**src/hdl/assert_macros.svh**
```systemverilog
// Assertion macros for the RTL.
`ifndef ASSERT_MACROS_SVH
`define ASSERT_MACROS_SVH
`ifndef NO_ASSERTIONS
`define ASSERT_IMPLIES(lbl, clk, rst_n, ante, cons) \
    lbl: assert property (@(posedge clk) disable iff (!rst_n) (ante) |-> (cons)) \
        else $error("assertion failed");
`define ASSERT_NEXT(lbl, clk, rst_n, ante, cons) \
    lbl: assert property (@(posedge clk) disable iff (!rst_n) (ante) |=> (cons)) \
        else $error("assertion failed");
`else
`define ASSERT_IMPLIES(lbl, clk, rst_n, ante, cons)
`define ASSERT_NEXT(lbl, clk, rst_n, ante, cons)
`endif
`endif

```
**src/hdl/shc_pkg.sv**
```systemverilog
package shc_pkg;

    localparam int unsigned MODE_W   = 3;
    localparam int unsigned PHASE_W  = 3;
    localparam int unsigned COIL_W   = 4;
    localparam int unsigned POS_W    = 16;
    localparam int unsigned TOTAL_W  = 20;
    localparam int unsigned OFFSET_W = 10;

    localparam int unsigned CAL_RUNS_DEFAULT = 4;

    localparam logic [OFFSET_W-1:0] OFFSET_RESET = OFFSET_W'(150);

    localparam logic [MODE_W-1:0] MODE_IDLE = MODE_W'(0);
    localparam logic [MODE_W-1:0] MODE_FWD  = MODE_W'(1);
    localparam logic [MODE_W-1:0] MODE_BACK = MODE_W'(2);
    localparam logic [MODE_W-1:0] MODE_CAL  = MODE_W'(3);
    localparam logic [MODE_W-1:0] MODE_HOME = MODE_W'(4);

    localparam logic [COIL_W-1:0] COIL_TABLE [8] = '{
        4'h1, 4'h3, 4'h2, 4'h6, 4'h4, 4'hC, 4'h8, 4'h9
    };

    typedef struct packed {
        logic [COIL_W-1:0] coils;
        logic              moved;
        logic [POS_W-1:0]  position;
        logic [POS_W-1:0]  rev_steps_out;
        logic              busy_res;
        logic              done_res;
    } shc_result_t;

endpackage

```
**src/hdl/shc_if.sv**
```systemverilog
interface shc_cfg_if;
    import shc_pkg::*;

    logic                valid;
    logic                ready;
    logic [OFFSET_W-1:0] offset_steps;

    modport source (output valid, output offset_steps, input ready);
    modport sink (input valid, input offset_steps, output ready);
endinterface

interface shc_step_if;
    import shc_pkg::*;

    logic              valid;
    logic              ready;
    logic [MODE_W-1:0] mode;
    logic              opto_edge;

    modport source (output valid, output mode, output opto_edge, input ready);
    modport sink (input valid, input mode, input opto_edge, output ready);
endinterface

interface shc_result_if;
    import shc_pkg::*;

    logic              valid;
    logic              ready;
    logic [COIL_W-1:0] coils;
    logic              moved;
    logic [POS_W-1:0]  position;
    logic [POS_W-1:0]  rev_steps_out;
    logic              busy_res;
    logic              done_res;

    modport source (
        output valid, output coils, output moved, output position,
        output rev_steps_out, output busy_res, output done_res, input ready
    );
    modport sink (
        input valid, input coils, input moved, input position,
        input rev_steps_out, input busy_res, input done_res, output ready
    );
endinterface

```
**src/hdl/shc_recip_div.sv**
```systemverilog
module shc_recip_div #(
    parameter int unsigned CAL_RUNS = shc_pkg::CAL_RUNS_DEFAULT
) (
    input  logic [shc_pkg::TOTAL_W-1:0] total,
    output logic [shc_pkg::POS_W-1:0]   quotient
);
    import shc_pkg::*;

    // Rounded-up reciprocal gives the exact floor quotient for every
    // numerator of TOTAL_W bits.
    localparam int unsigned SHIFT  = TOTAL_W + $clog2(CAL_RUNS);
    localparam int unsigned MULT_W = SHIFT + 1;
    localparam logic [MULT_W-1:0] RECIP =
        MULT_W'(((64'd1 << SHIFT) + 64'(CAL_RUNS) - 64'd1) / 64'(CAL_RUNS));
    localparam int unsigned PROD_W = TOTAL_W + MULT_W;

    logic [PROD_W-1:0] product;

    assign product  = {{MULT_W{1'b0}}, total} * {{TOTAL_W{1'b0}}, RECIP};
    assign quotient = product[SHIFT +: POS_W];
endmodule

```
**src/hdl/shc_seq.sv**
```systemverilog
module shc_seq #(
    parameter int unsigned CAL_RUNS = shc_pkg::CAL_RUNS_DEFAULT
) (
    input  logic                         clk,
    input  logic                         rst_n,
    input  logic                         adv,
    input  logic [shc_pkg::MODE_W-1:0]   mode,
    input  logic                         opto_edge,
    input  logic [shc_pkg::OFFSET_W-1:0] offset_steps,
    output shc_pkg::shc_result_t         res
);
    import shc_pkg::*;

    localparam int unsigned RUNS_W = $clog2(CAL_RUNS + 1);

    typedef enum logic [2:0] {
        ST_IDLE,
        ST_CAL_SEEK,
        ST_CAL_COUNT,
        ST_CAL_OFFSET,
        ST_HOME_SEEK,
        ST_HOME_OFFSET
    } stage_t;

    stage_t              stage_reg, stage_next;
    logic [PHASE_W-1:0]  phase_reg, phase_next;
    logic [POS_W-1:0]    pos_reg, pos_next;
    logic [POS_W-1:0]    rev_reg, rev_next;
    logic [RUNS_W-1:0]   runs_reg, runs_next;
    logic [POS_W-1:0]    run_cnt_reg, run_cnt_next;
    logic [TOTAL_W-1:0]  total_reg, total_next;
    logic [OFFSET_W-1:0] off_reg, off_next;
    shc_result_t         res_reg, res_next;

    logic              step_fwd;
    logic              step_back;
    logic              finish;
    logic              load_rev;
    logic [RUNS_W-1:0] runs_inc;
    logic [POS_W:0]    pos_inc;
    logic [POS_W-1:0]  quotient;

    shc_recip_div #(
        .CAL_RUNS (CAL_RUNS)
    ) u_div (
        .total    (total_reg),
        .quotient (quotient)
    );

    assign runs_inc = runs_reg + 1'b1;
    assign pos_inc  = {1'b0, pos_reg} + 1'b1;

    always_comb
    begin
        stage_next   = stage_reg;
        runs_next    = runs_reg;
        run_cnt_next = run_cnt_reg;
        total_next   = total_reg;
        off_next     = off_reg;
        step_fwd     = 1'b0;
        step_back    = 1'b0;
        finish       = 1'b0;
        load_rev     = 1'b0;

        unique case (stage_reg)
            ST_IDLE:
            begin
                unique case (mode)
                    MODE_FWD:
                    begin
                        step_fwd = 1'b1;
                    end
                    MODE_BACK:
                    begin
                        step_back = 1'b1;
                    end
                    MODE_CAL:
                    begin
                        stage_next   = ST_CAL_SEEK;
                        runs_next    = '0;
                        run_cnt_next = '0;
                        total_next   = '0;
                        off_next     = '0;
                        step_fwd     = 1'b1;
                    end
                    MODE_HOME:
                    begin
                        stage_next = ST_HOME_SEEK;
                        off_next   = '0;
                        step_back  = 1'b1;
                    end
                    default:
                    begin
                    end
                endcase
            end
            ST_CAL_SEEK:
            begin
                if (mode == MODE_CAL)
                begin
                    if (opto_edge)
                    begin
                        stage_next   = ST_CAL_COUNT;
                        runs_next    = '0;
                        run_cnt_next = '0;
                    end
                    else
                    begin
                        step_fwd = 1'b1;
                    end
                end
            end
            ST_CAL_COUNT:
            begin
                if (mode == MODE_CAL)
                begin
                    if (opto_edge)
                    begin
                        total_next   = total_reg + TOTAL_W'(run_cnt_reg);
                        runs_next    = runs_inc;
                        run_cnt_next = '0;
                        if (runs_inc >= RUNS_W'(CAL_RUNS))
                        begin
                            stage_next = ST_CAL_OFFSET;
                            off_next   = offset_steps;
                        end
                    end
                    else
                    begin
                        step_fwd = 1'b1;
                        if (run_cnt_reg != '1)
                        begin
                            run_cnt_next = run_cnt_reg + 1'b1;
                        end
                    end
                end
            end
            ST_CAL_OFFSET:
            begin
                if (mode == MODE_CAL)
                begin
                    if (off_reg != '0)
                    begin
                        step_fwd = 1'b1;
                        off_next = off_reg - 1'b1;
                    end
                    if (off_reg <= OFFSET_W'(1))
                    begin
                        finish     = 1'b1;
                        load_rev   = 1'b1;
                        stage_next = ST_IDLE;
                    end
                end
            end
            ST_HOME_SEEK:
            begin
                if (mode == MODE_HOME)
                begin
                    if (opto_edge)
                    begin
                        stage_next = ST_HOME_OFFSET;
                        off_next   = offset_steps;
                    end
                    else
                    begin
                        step_back = 1'b1;
                    end
                end
            end
            ST_HOME_OFFSET:
            begin
                if (mode == MODE_HOME)
                begin
                    if (off_reg != '0)
                    begin
                        step_back = 1'b1;
                        off_next  = off_reg - 1'b1;
                    end
                    if (off_reg <= OFFSET_W'(1))
                    begin
                        finish     = 1'b1;
                        stage_next = ST_IDLE;
                    end
                end
            end
            default:
            begin
                stage_next = ST_IDLE;
            end
        endcase
    end

    always_comb
    begin
        phase_next = phase_reg;
        pos_next   = pos_reg;
        if (step_fwd)
        begin
            phase_next = phase_reg + 1'b1;
            if (rev_reg == '0 || pos_inc == {1'b0, rev_reg})
            begin
                pos_next = '0;
            end
            else
            begin
                pos_next = pos_inc[POS_W-1:0];
            end
        end
        else if (step_back)
        begin
            phase_next = phase_reg - 1'b1;
            if (rev_reg == '0)
            begin
                pos_next = '0;
            end
            else if (pos_reg == '0)
            begin
                pos_next = rev_reg - 1'b1;
            end
            else
            begin
                pos_next = pos_reg - 1'b1;
            end
        end
        if (finish)
        begin
            pos_next = '0;
        end
        rev_next = load_rev ? quotient : rev_reg;

        res_next.coils         = COIL_TABLE[phase_next];
        res_next.moved         = step_fwd | step_back;
        res_next.position      = pos_next;
        res_next.rev_steps_out = rev_next;
        res_next.busy_res      = (stage_next != ST_IDLE);
        res_next.done_res      = finish;
    end

    always_ff @(posedge clk or negedge rst_n)
    begin
        if (!rst_n)
        begin
            stage_reg   <= ST_IDLE;
            phase_reg   <= '0;
            pos_reg     <= '0;
            rev_reg     <= '0;
            runs_reg    <= '0;
            run_cnt_reg <= '0;
            total_reg   <= '0;
            off_reg     <= '0;
            res_reg     <= '0;
        end
        else if (adv)
        begin
            stage_reg   <= stage_next;
            phase_reg   <= phase_next;
            pos_reg     <= pos_next;
            rev_reg     <= rev_next;
            runs_reg    <= runs_next;
            run_cnt_reg <= run_cnt_next;
            total_reg   <= total_next;
            off_reg     <= off_next;
            res_reg     <= res_next;
        end
    end

    assign res = res_reg;
endmodule

```
**src/hdl/stepper_halfstep_calibrator.sv**
```systemverilog
// A step beat waits in the input register and its result beat is registered in the result
// register once that is empty or being taken. Throughput: one step beat per cycle while
// result.ready is high; the tick update is a single pass between the input register and the result register.
// Reset clears the sequencer to idle, position and rev_steps to zero, the
// phase to the first table entry, and offset_steps to 150.
`include "assert_macros.svh"

module stepper_halfstep_calibrator #(
    parameter int unsigned CAL_RUNS = shc_pkg::CAL_RUNS_DEFAULT
) (
    input  logic         clk,
    input  logic         rst_n,
    shc_cfg_if.sink      cfg,
    shc_step_if.sink     step_in,
    shc_result_if.source result
);
    import shc_pkg::*;

    logic                in_valid_reg, in_valid_next;
    logic [MODE_W-1:0]   mode_reg;
    logic                edge_reg;
    logic                out_valid_reg, out_valid_next;
    logic [OFFSET_W-1:0] offset_reg;
    logic                adv;
    logic                in_take;
    shc_result_t         res;

    assign adv           = in_valid_reg && (!out_valid_reg || result.ready);
    assign step_in.ready = !in_valid_reg || adv;
    assign in_take       = step_in.valid && step_in.ready;
    assign cfg.ready     = 1'b1;

    assign in_valid_next  = in_take || (in_valid_reg && !adv);
    assign out_valid_next = adv || (out_valid_reg && !result.ready);

    always_ff @(posedge clk or negedge rst_n)
    begin
        if (!rst_n)
        begin
            in_valid_reg  <= 1'b0;
            out_valid_reg <= 1'b0;
            offset_reg    <= OFFSET_RESET;
        end
        else
        begin
            in_valid_reg  <= in_valid_next;
            out_valid_reg <= out_valid_next;
            if (cfg.valid)
            begin
                offset_reg <= cfg.offset_steps;
            end
        end
    end

    always_ff @(posedge clk)
    begin
        if (in_take)
        begin
            mode_reg <= step_in.mode;
            edge_reg <= step_in.opto_edge;
        end
    end

    shc_seq #(
        .CAL_RUNS (CAL_RUNS)
    ) u_seq (
        .clk          (clk),
        .rst_n        (rst_n),
        .adv          (adv),
        .mode         (mode_reg),
        .opto_edge    (edge_reg),
        .offset_steps (offset_reg),
        .res          (res)
    );

    assign result.valid         = out_valid_reg;
    assign result.coils         = res.coils;
    assign result.moved         = res.moved;
    assign result.position      = res.position;
    assign result.rev_steps_out = res.rev_steps_out;
    assign result.busy_res      = res.busy_res;
    assign result.done_res      = res.done_res;

    `ASSERT_IMPLIES(a_done_zeroes, clk, rst_n, out_valid_reg && res.done_res, !res.busy_res && (res.position == '0))
    `ASSERT_IMPLIES(a_pos_in_range, clk, rst_n, out_valid_reg, (res.position == '0) || (res.position < res.rev_steps_out))
    `ASSERT_NEXT(a_adv_fills_out, clk, rst_n, adv, out_valid_reg)
    `ASSERT_NEXT(a_take_fills_in, clk, rst_n, in_take, in_valid_reg)
endmodule

```
**src/flat_wrapper.sv**
```systemverilog
// flat-port wrapper written by rule: the top's interface ports become plain ports
module stepper_halfstep_calibrator_flat import shc_pkg::*;
#(
    parameter int unsigned CAL_RUNS = shc_pkg::CAL_RUNS_DEFAULT
)
  (clk, rst_n, cfg_valid, cfg_offset_steps, cfg_ready, step_in_valid, step_in_mode, step_in_opto_edge, step_in_ready, result_valid, result_coils, result_moved, result_position, result_rev_steps_out, result_busy_res, result_done_res, result_ready);
  shc_cfg_if cfg_i ();
  shc_step_if step_in_i ();
  shc_result_if result_i ();
  input  logic clk;
  input  logic rst_n;
  input wire logic [$bits(cfg_i.valid)-1:0] cfg_valid;
  input wire logic [$bits(cfg_i.offset_steps)-1:0] cfg_offset_steps;
  output wire logic [$bits(cfg_i.ready)-1:0] cfg_ready;
  input wire logic [$bits(step_in_i.valid)-1:0] step_in_valid;
  input wire logic [$bits(step_in_i.mode)-1:0] step_in_mode;
  input wire logic [$bits(step_in_i.opto_edge)-1:0] step_in_opto_edge;
  output wire logic [$bits(step_in_i.ready)-1:0] step_in_ready;
  output wire logic [$bits(result_i.valid)-1:0] result_valid;
  output wire logic [$bits(result_i.coils)-1:0] result_coils;
  output wire logic [$bits(result_i.moved)-1:0] result_moved;
  output wire logic [$bits(result_i.position)-1:0] result_position;
  output wire logic [$bits(result_i.rev_steps_out)-1:0] result_rev_steps_out;
  output wire logic [$bits(result_i.busy_res)-1:0] result_busy_res;
  output wire logic [$bits(result_i.done_res)-1:0] result_done_res;
  input wire logic [$bits(result_i.ready)-1:0] result_ready;
  assign cfg_i.valid = cfg_valid;
  assign cfg_i.offset_steps = cfg_offset_steps;
  assign cfg_ready = cfg_i.ready;
  assign step_in_i.valid = step_in_valid;
  assign step_in_i.mode = step_in_mode;
  assign step_in_i.opto_edge = step_in_opto_edge;
  assign step_in_ready = step_in_i.ready;
  assign result_valid = result_i.valid;
  assign result_coils = result_i.coils;
  assign result_moved = result_i.moved;
  assign result_position = result_i.position;
  assign result_rev_steps_out = result_i.rev_steps_out;
  assign result_busy_res = result_i.busy_res;
  assign result_done_res = result_i.done_res;
  assign result_i.ready = result_ready;
  stepper_halfstep_calibrator #(.CAL_RUNS(CAL_RUNS)) u_core (.clk(clk), .rst_n(rst_n), .cfg(cfg_i), .step_in(step_in_i), .result(result_i));
endmodule
```
**config.mk**
```make
export PLATFORM = sky130hd
export DESIGN_NAME = stepper_halfstep_calibrator_flat
export DESIGN_NICKNAME = d
export VERILOG_FILES = /design/src/hdl/shc_pkg.sv /design/src/hdl/shc_if.sv /design/src/hdl/shc_recip_div.sv /design/src/hdl/shc_seq.sv /design/src/hdl/stepper_halfstep_calibrator.sv /design/src/flat_wrapper.sv
export VERILOG_INCLUDE_DIRS = /design/src /design/src/hdl
export SDC_FILE = /design/constraint.sdc
export NUM_CORES = 1
export LEC_CHECK = 0
export ABC_AREA = 1
export BUFFER_PORTS_ARGS = -buffer_cell sky130_fd_sc_hd__buf_2
export CORE_MARGIN = 8
export CORE_UTILIZATION = 35
export DETAILED_ROUTE_END_ITERATION = 10
export GPL_TIMING_DRIVEN = 0
export MAX_ROUTING_LAYER = met4
export RECOVER_POWER = 50
export REMOVE_ABC_BUFFERS = 1
export SYNTH_ARGS = -nofsm -noshare
export SYNTH_HDL_FRONTEND = slang
export SYNTH_SLANG_ARGS = --single-unit
```
**constraint.sdc**
```tcl
create_clock -name clk -period 2.43 [get_ports clk]
set_input_delay 0 -clock clk [delete_from_list [all_inputs] [get_ports clk]]
set_output_delay 0 -clock clk [all_outputs]
set_load 0.05 [all_outputs]
```
## Word-level counts from Yosys, hierarchy flattened

Memory sizes are Yosys's and may differ from the RTL's. A register that Yosys moved wholly into a read port is not among the register bits.
Index checks and enable logic that the tools add are counted.

- Input bits: 19
- Word-level logic and storage cells: 149
- Output and inout bits: 42
- Memory bits (read-only): 32
- Register bits: 106
- Memories: 1

Memory list:

| memory | depth | width | rd ports | clocked after memory_dff | wr ports | RTL line | RTL |
|---|---|---|---|---|---|---|---|
| (name not given) | 8 | 4 | 1 | 1 | 0 | shc_seq.sv:231 | `res_next.coils = COIL_TABLE[phase_next];` |

- Equality and inequality tests: 23
- $add $sub $neg: 9
- Bitwise logic cells: 2
- Reduce and logical (&&, ||, !) cells: 33
- Magnitude comparators: 2
- Mux-type cells: 63

Operators with widths:

| operator | count |
|---|---|
| $mux W16 | 13 |
| $mux W10 | 9 |
| $mux W20 | 3 |
| $mux W3 | 17 |
| $pmux W10 S5 | 1 |
| $pmux W16 S3 | 1 |
| $pmux W20 S2 | 1 |
| $logic_not A16 Y1 | 2 |
| $sub A16 B1 Y16 const B | 2 |
| $add A20 B16 Y20 | 1 |
| $pmux W3 S6 | 1 |
| $add A16 B1 Y17 const B | 1 |
| $eq A17 B16 Y1 | 1 |
| $add A16 B1 Y16 const B | 1 |
| $ne A16 B16 Y1 const B | 1 |
| $ne A2 B2 Y1 const B | 8 |
| $reduce_and A7 Y1 | 2 |
| $eq A3 B2 Y1 const B | 4 |
| $mux W1 | 12 |
| $le A10 B1 Y1 const B | 1 |
| $reduce_and A10 Y1 | 1 |
| $reduce_bool A10 Y1 | 1 |
| $sub A10 B1 Y10 const B | 1 |
| $eq A3 B3 Y1 const B | 3 |
| 22 further kinds | 44 |

## Logic depth before layout (Yosys ltp)

- Depth after elaboration: 7
- Mapped depth: 19
- Mapped depth without buffers: 18

## Modules after synthesis

Synthesis repeated with hierarchy kept, for this count alone.

- Cell total of the unflattened synthesis: 1136
- Area total of the unflattened synthesis: 7885.1 µm²

By module, submodules not included:

| module | seq. area each (µm²) | instances | cells each | area each (µm²) |
|---|---|---|---|---|
| shc_seq | 2352.3 | 1 | 1060 | 7103.1 |
| stepper_halfstep_calibrator | 425.4 | 1 | 60 | 661.9 |
| shc_recip_div | 0.0 | 1 | 16 | 120.1 |

## Worst setup path before layout

OpenSTA, ideal clock, no wires.

- Path kind: reg-to-reg
- From: register u_core.u_seq.res[18] (netlist name)
- To: register u_core.u_seq.res_reg (netlist bit u_core.u_seq.res[28])
- Setup slack: -236 ps
- Data required time: 2364 ps
- Data arrival time: 2600 ps
- Stages on the path, launching flop included: 20
- Buffers on the path: 2
- Library setup time: 66 ps
- Period minus slack after synthesis: 2666 ps
- Cells stage by stage: dfrtp_1 > buf_2 > inv_1 > ha_1 > inv_1 > nor2_1 > nand2_1 > nor2_2 > buf_4 > nand3_1 > nand2_1 > ha_1 > nand3_2 > nor2_2 > nand2_1 > nand2_1 > nand3_1 > a21oi_2 > nand2_1 > nand2_1

RTL lines:

| item | RTL line | RTL |
|---|---|---|
| end signal: assignment | shc_seq.sv:263 | `res_reg <= res_next;` |
| end: declaration | shc_seq.sv:33 | `shc_result_t res_reg, res_next;` |

==> results.yml <==
timing:
  maxSlewViolCount: 0
  setup_slack_ns: -0.000582
  timing.fmax_mhz: 411
  tightest_slew_ns: 1.19
  period_utilization_post_route_pct: 100
  finalSetupViolCount: 1
  slew_headroom_pct: 20.8
  report.final.hold_viol_count: 0
  clock_skew_ns: 0.0140
  rsz0062_at_grt: "true"
  layout_min_cycle_time_ns: 2.43
finish:
  layout-drive-gt1-share_pct: 21.0
  area_growth_pct: 26.2
  largest_register_ffs: 39
  finish.net_count: 1302
  post_layout_nonfiller_instances: 1541
  insertedDiodeCount: 0
floorplan:
  initial_core_util_pct: 35.4
  num_io_pins: 61
  die_boundary_width_um: 164
  coreArea_mm2: 0.0216
  die-height_um: 164
  placementRows: 54
  floorplan_die_area_mm2: 0.0268
route:
  avgRoutedWirePerCell_um: 15.6
  vias_per_cell: 5.16
  finalWirelength_um: 24000
  drcViolationCount: 0
  num_vias: 7953
  dr_iter_0_viols: 516
  antenna_left: 0
  detailedRoute.firstPassIterationCount: 5
setup_path:
  worst_setup_path_end_kind: "flip-flop"
  r2r.worst_path.cells: 15
  worst_setup_path_startpoint: "u_core.u_seq.res[19]$_DFFE_PN0P_"
  reg2reg_to: "u_core.u_seq.res[23]$_DFFE_PN0P_"
  worst_r2r_startpoint: "u_core.u_seq.res[19]$_DFFE_PN0P_"
  worstSetupEndpoint: "u_core.u_seq.res[23]$_DFFE_PN0P_"
  setup.worst_path.class: "flip-flop to flip-flop"
  crit_path_max_fanout: 7
  timing.critical_path.from_type: "flip-flop"
  worstPathArrival_ns: 2.70
  ff2ff_setup_slack_ns: -0.0006
  critical_path_required_ns: 2.70
power:
  net-switching-power_uw: 4850
  worst_ir_drop_vdd_uv: 434
  cellLeakagePower_uw: 0.00459
  pwr-share-comb_pct: 55.2
  power.total_uw: 9640
  powerDensity_mw_per_mm2: 999
  pwr-share-seq_pct: 28.5
  p_int_uw: 4790
  p_sw_share_pct: 50.3
  pwr-share-clk_pct: 16.3
yosys:
  synthTopCellsByArea: "dfrtp_1, nand2_1, nand3_1"
  synthCells: 1139
  yosys_warn_count: 0
  yosys.cell_types.count: 58
  post-synth-top-count-cell: "nand2_1"
  yosysTopAreaCellShare_pct: 32.7
  ys_async_sr_fraction_pct: 96.3
  synthTopCellsByCount: "nand2_1, nor2_1, inv_1, nand3_1, dfrtp_1"
  synthesis.area_mm2: 0.00765
  synthFlopType: "dfrtp_1"
  sequential_to_total_area_share_from_yosys_stat_pct: 35.7
  cell_type_contributing_the_most_total_cell_area_after_synthesis: "dfrtp_1"
  ys_ff_latch: 108
  number_of_synthesized_flops_with_an_enable_pin: 4
  synth_area_per_cell_um2: 6.72
clock_tree:
  clock_slew_at_the_register_clock_pins_of_the_worst_setup_and_hold_paths_ns: 0.09
  clock_tree.root_cell: "clkbuf_16"
  htreeDepth: 3
  cts-root-to-sink-buffers: 2
  tritoncts_clock_tree: "built"
  cts_buffers: 9
  clock_sink_count: 108
  worst_skew_pair.late_latency_ns: 0.37
placement:
  place.detailed.hpwl_um: 16400
  gp_congestion: 0.896
  placedCellCount: 1453
  buffer_ports.inserted: 59
global_routing:
  groute.layer.met2.usage_pct: 29.5
  grtUsageTotal_pct: 17.8
  grt_max_degree: 61
  grt_first_pass_wirelength_um: 37500
  use_met1_pct: 21.5
  grt_overflow: 0
  grt_busiest_layer: "met2"
  number_of_global_route_vias_before_repair: 7471
  antenna_found_initial: 0
  grt_util_met3_pct: 2.56
status:
  failed_checks: "setup timing"
  run_status: "complete, but fails checks"
run:
  max_cap_violations: 0
worst_hold_path:
  hold_path_class: "input port to flip-flop"
layer usage:
metal / part of all wire, % / vias to the layer above
li1: - / 3955
met1: 42 / 3706
met2: 48 / 228
met3: 5.3 / 64
met4: 4.1 / 0
met5: 0 / -
area by class of cell:
cell class / count / area (um^2)
multi-input combinational: 879 / 4760
clock inverter: 7 / 93.8
timing repair buffer: 130 / 995
clock buffer: 9 / 225
inverter: 128 / 492
sequential: 108 / 2740
tap: 280 / 350
fill: 2173 / 12000
repair_timing:
action | in CTS | in global routing
endpoints found under the setup margin | 64 | 43
pin swaps | 12 | 43
setup buffers | 15 | 29
endpoints found under the hold margin | 58 | 0
hold buffers | 22 | 0
cloned | 3 | 3
gates resized for setup | 51 | 89
cell families after synthesis:
| group | after synthesis | synth area share (%) |
|---|---|---|
| other | 1 | 0.0490 |
| adder cells (fa/ha/maj) | 27 | 4.51 |
| XOR/XNOR | 20 | 2.29 |
| AND/OR/NAND/NOR | 660 | 36.5 |
| flip-flops | 108 | 35.7 |
| AO/OA/AOI/OAI | 160 | 11.9 |
| multiplexers | 6 | 0.883 |
| buffers and inverters | 157 | 8.21 |
power groups by stage:
| stage | clock, uW | sequential (uW) | combinational, uW |
|---|---|---|---|
| after floorplan | 0 | 3230 | 2570 |
| after global placement | 0 | 2770 | 4050 |
| after detailed placement | 0 | 2770 | 4120 |
| after CTS | 1620 | 2720 | 4670 |
| after global routing | 1680 | 2820 | 5820 |
| final | 1570 | 2750 | 5320 |
layout by cell type, fill, tap and decap left out, types with 15 or more instances in the layout:
| master | instances |
|---|---|
| buf_4 | 34 |
| dfrtp_1 | 88 |
| nor2_1 | 100 |
| o21ai_0 | 68 |
| nand3_1 | 90 |
| nor2_2 | 18 |
| inv_1 | 113 |
| nand3_2 | 15 |
| buf_2 | 49 |
| a21oi_1 | 43 |
| nand2_2 | 29 |
| ha_1 | 22 |
| dlygate4sd3_1 | 22 |
| nor3_1 | 18 |
| nand2_1 | 333 |
critical path: stages, from the launching register on:
cell	delay, ns
dfrtp_2	0.47
inv_2	0.11
ha_4	0.21
xnor2_1	0.14
o21ai_0	0.14
nor2_2	0.14
nand2_1	0.07
nor2_2	0.15
nand3_2	0.12
nor3_2	0.18
nand2_2	0.15
buf_12	0.18
nand3_1	0.06
nand2_1	0.06
nand2_1	0.10
nand2_1	0.06
through the flow:
stage | cell area, um^2 | utilization (%) | worst slack [ns] | setup TNS, ns | hold WS [ns]
6_report | 9660 | 44.7 | -0.000582 | -0.000582 | 0.0122
3_3_place_gp | 8150 | 37.7 | -1.30 | -50.55 | 0.178
4_1_cts | 9100 | 42.1 | -0.00765 | -0.00765 | 0.0000366
2_1_floorplan | 7500 | - | -0.458 | -6.73 | -0.296
3_5_place_dp | 8220 | 38.0 | -1.30 | -43.18 | 0.0592
5_1_grt | 9660 | 44.7 | -0.101 | -0.864 | 0.0245
how the worst min path moves through the flow:
| stage | start | end | depth (start not counted) |
|---|---|---|---|
| 3_3_place_gp | step_in_opto_edge | u_core.edge_reg$_DFFE_PP_ | 1 |
| 2_1_floorplan | rst_n | u_core.in_valid_reg$_DFF_PN0_ | 0 |
| 5_1_grt | cfg_valid | u_core.offset_reg[0]$_DFFE_PN0P_ | 3 |
| 3_5_place_dp | rst_n | u_core.u_seq.res[22]$_DFFE_PN0P_ | 1 |
| 6_report | cfg_valid | u_core.offset_reg[3]$_DFFE_PN0P_ | 3 |
| 4_1_cts | cfg_valid | u_core.offset_reg[3]$_DFFE_PN0P_ | 3 |
Note: power is estimated with default switching activity, not from simulation.
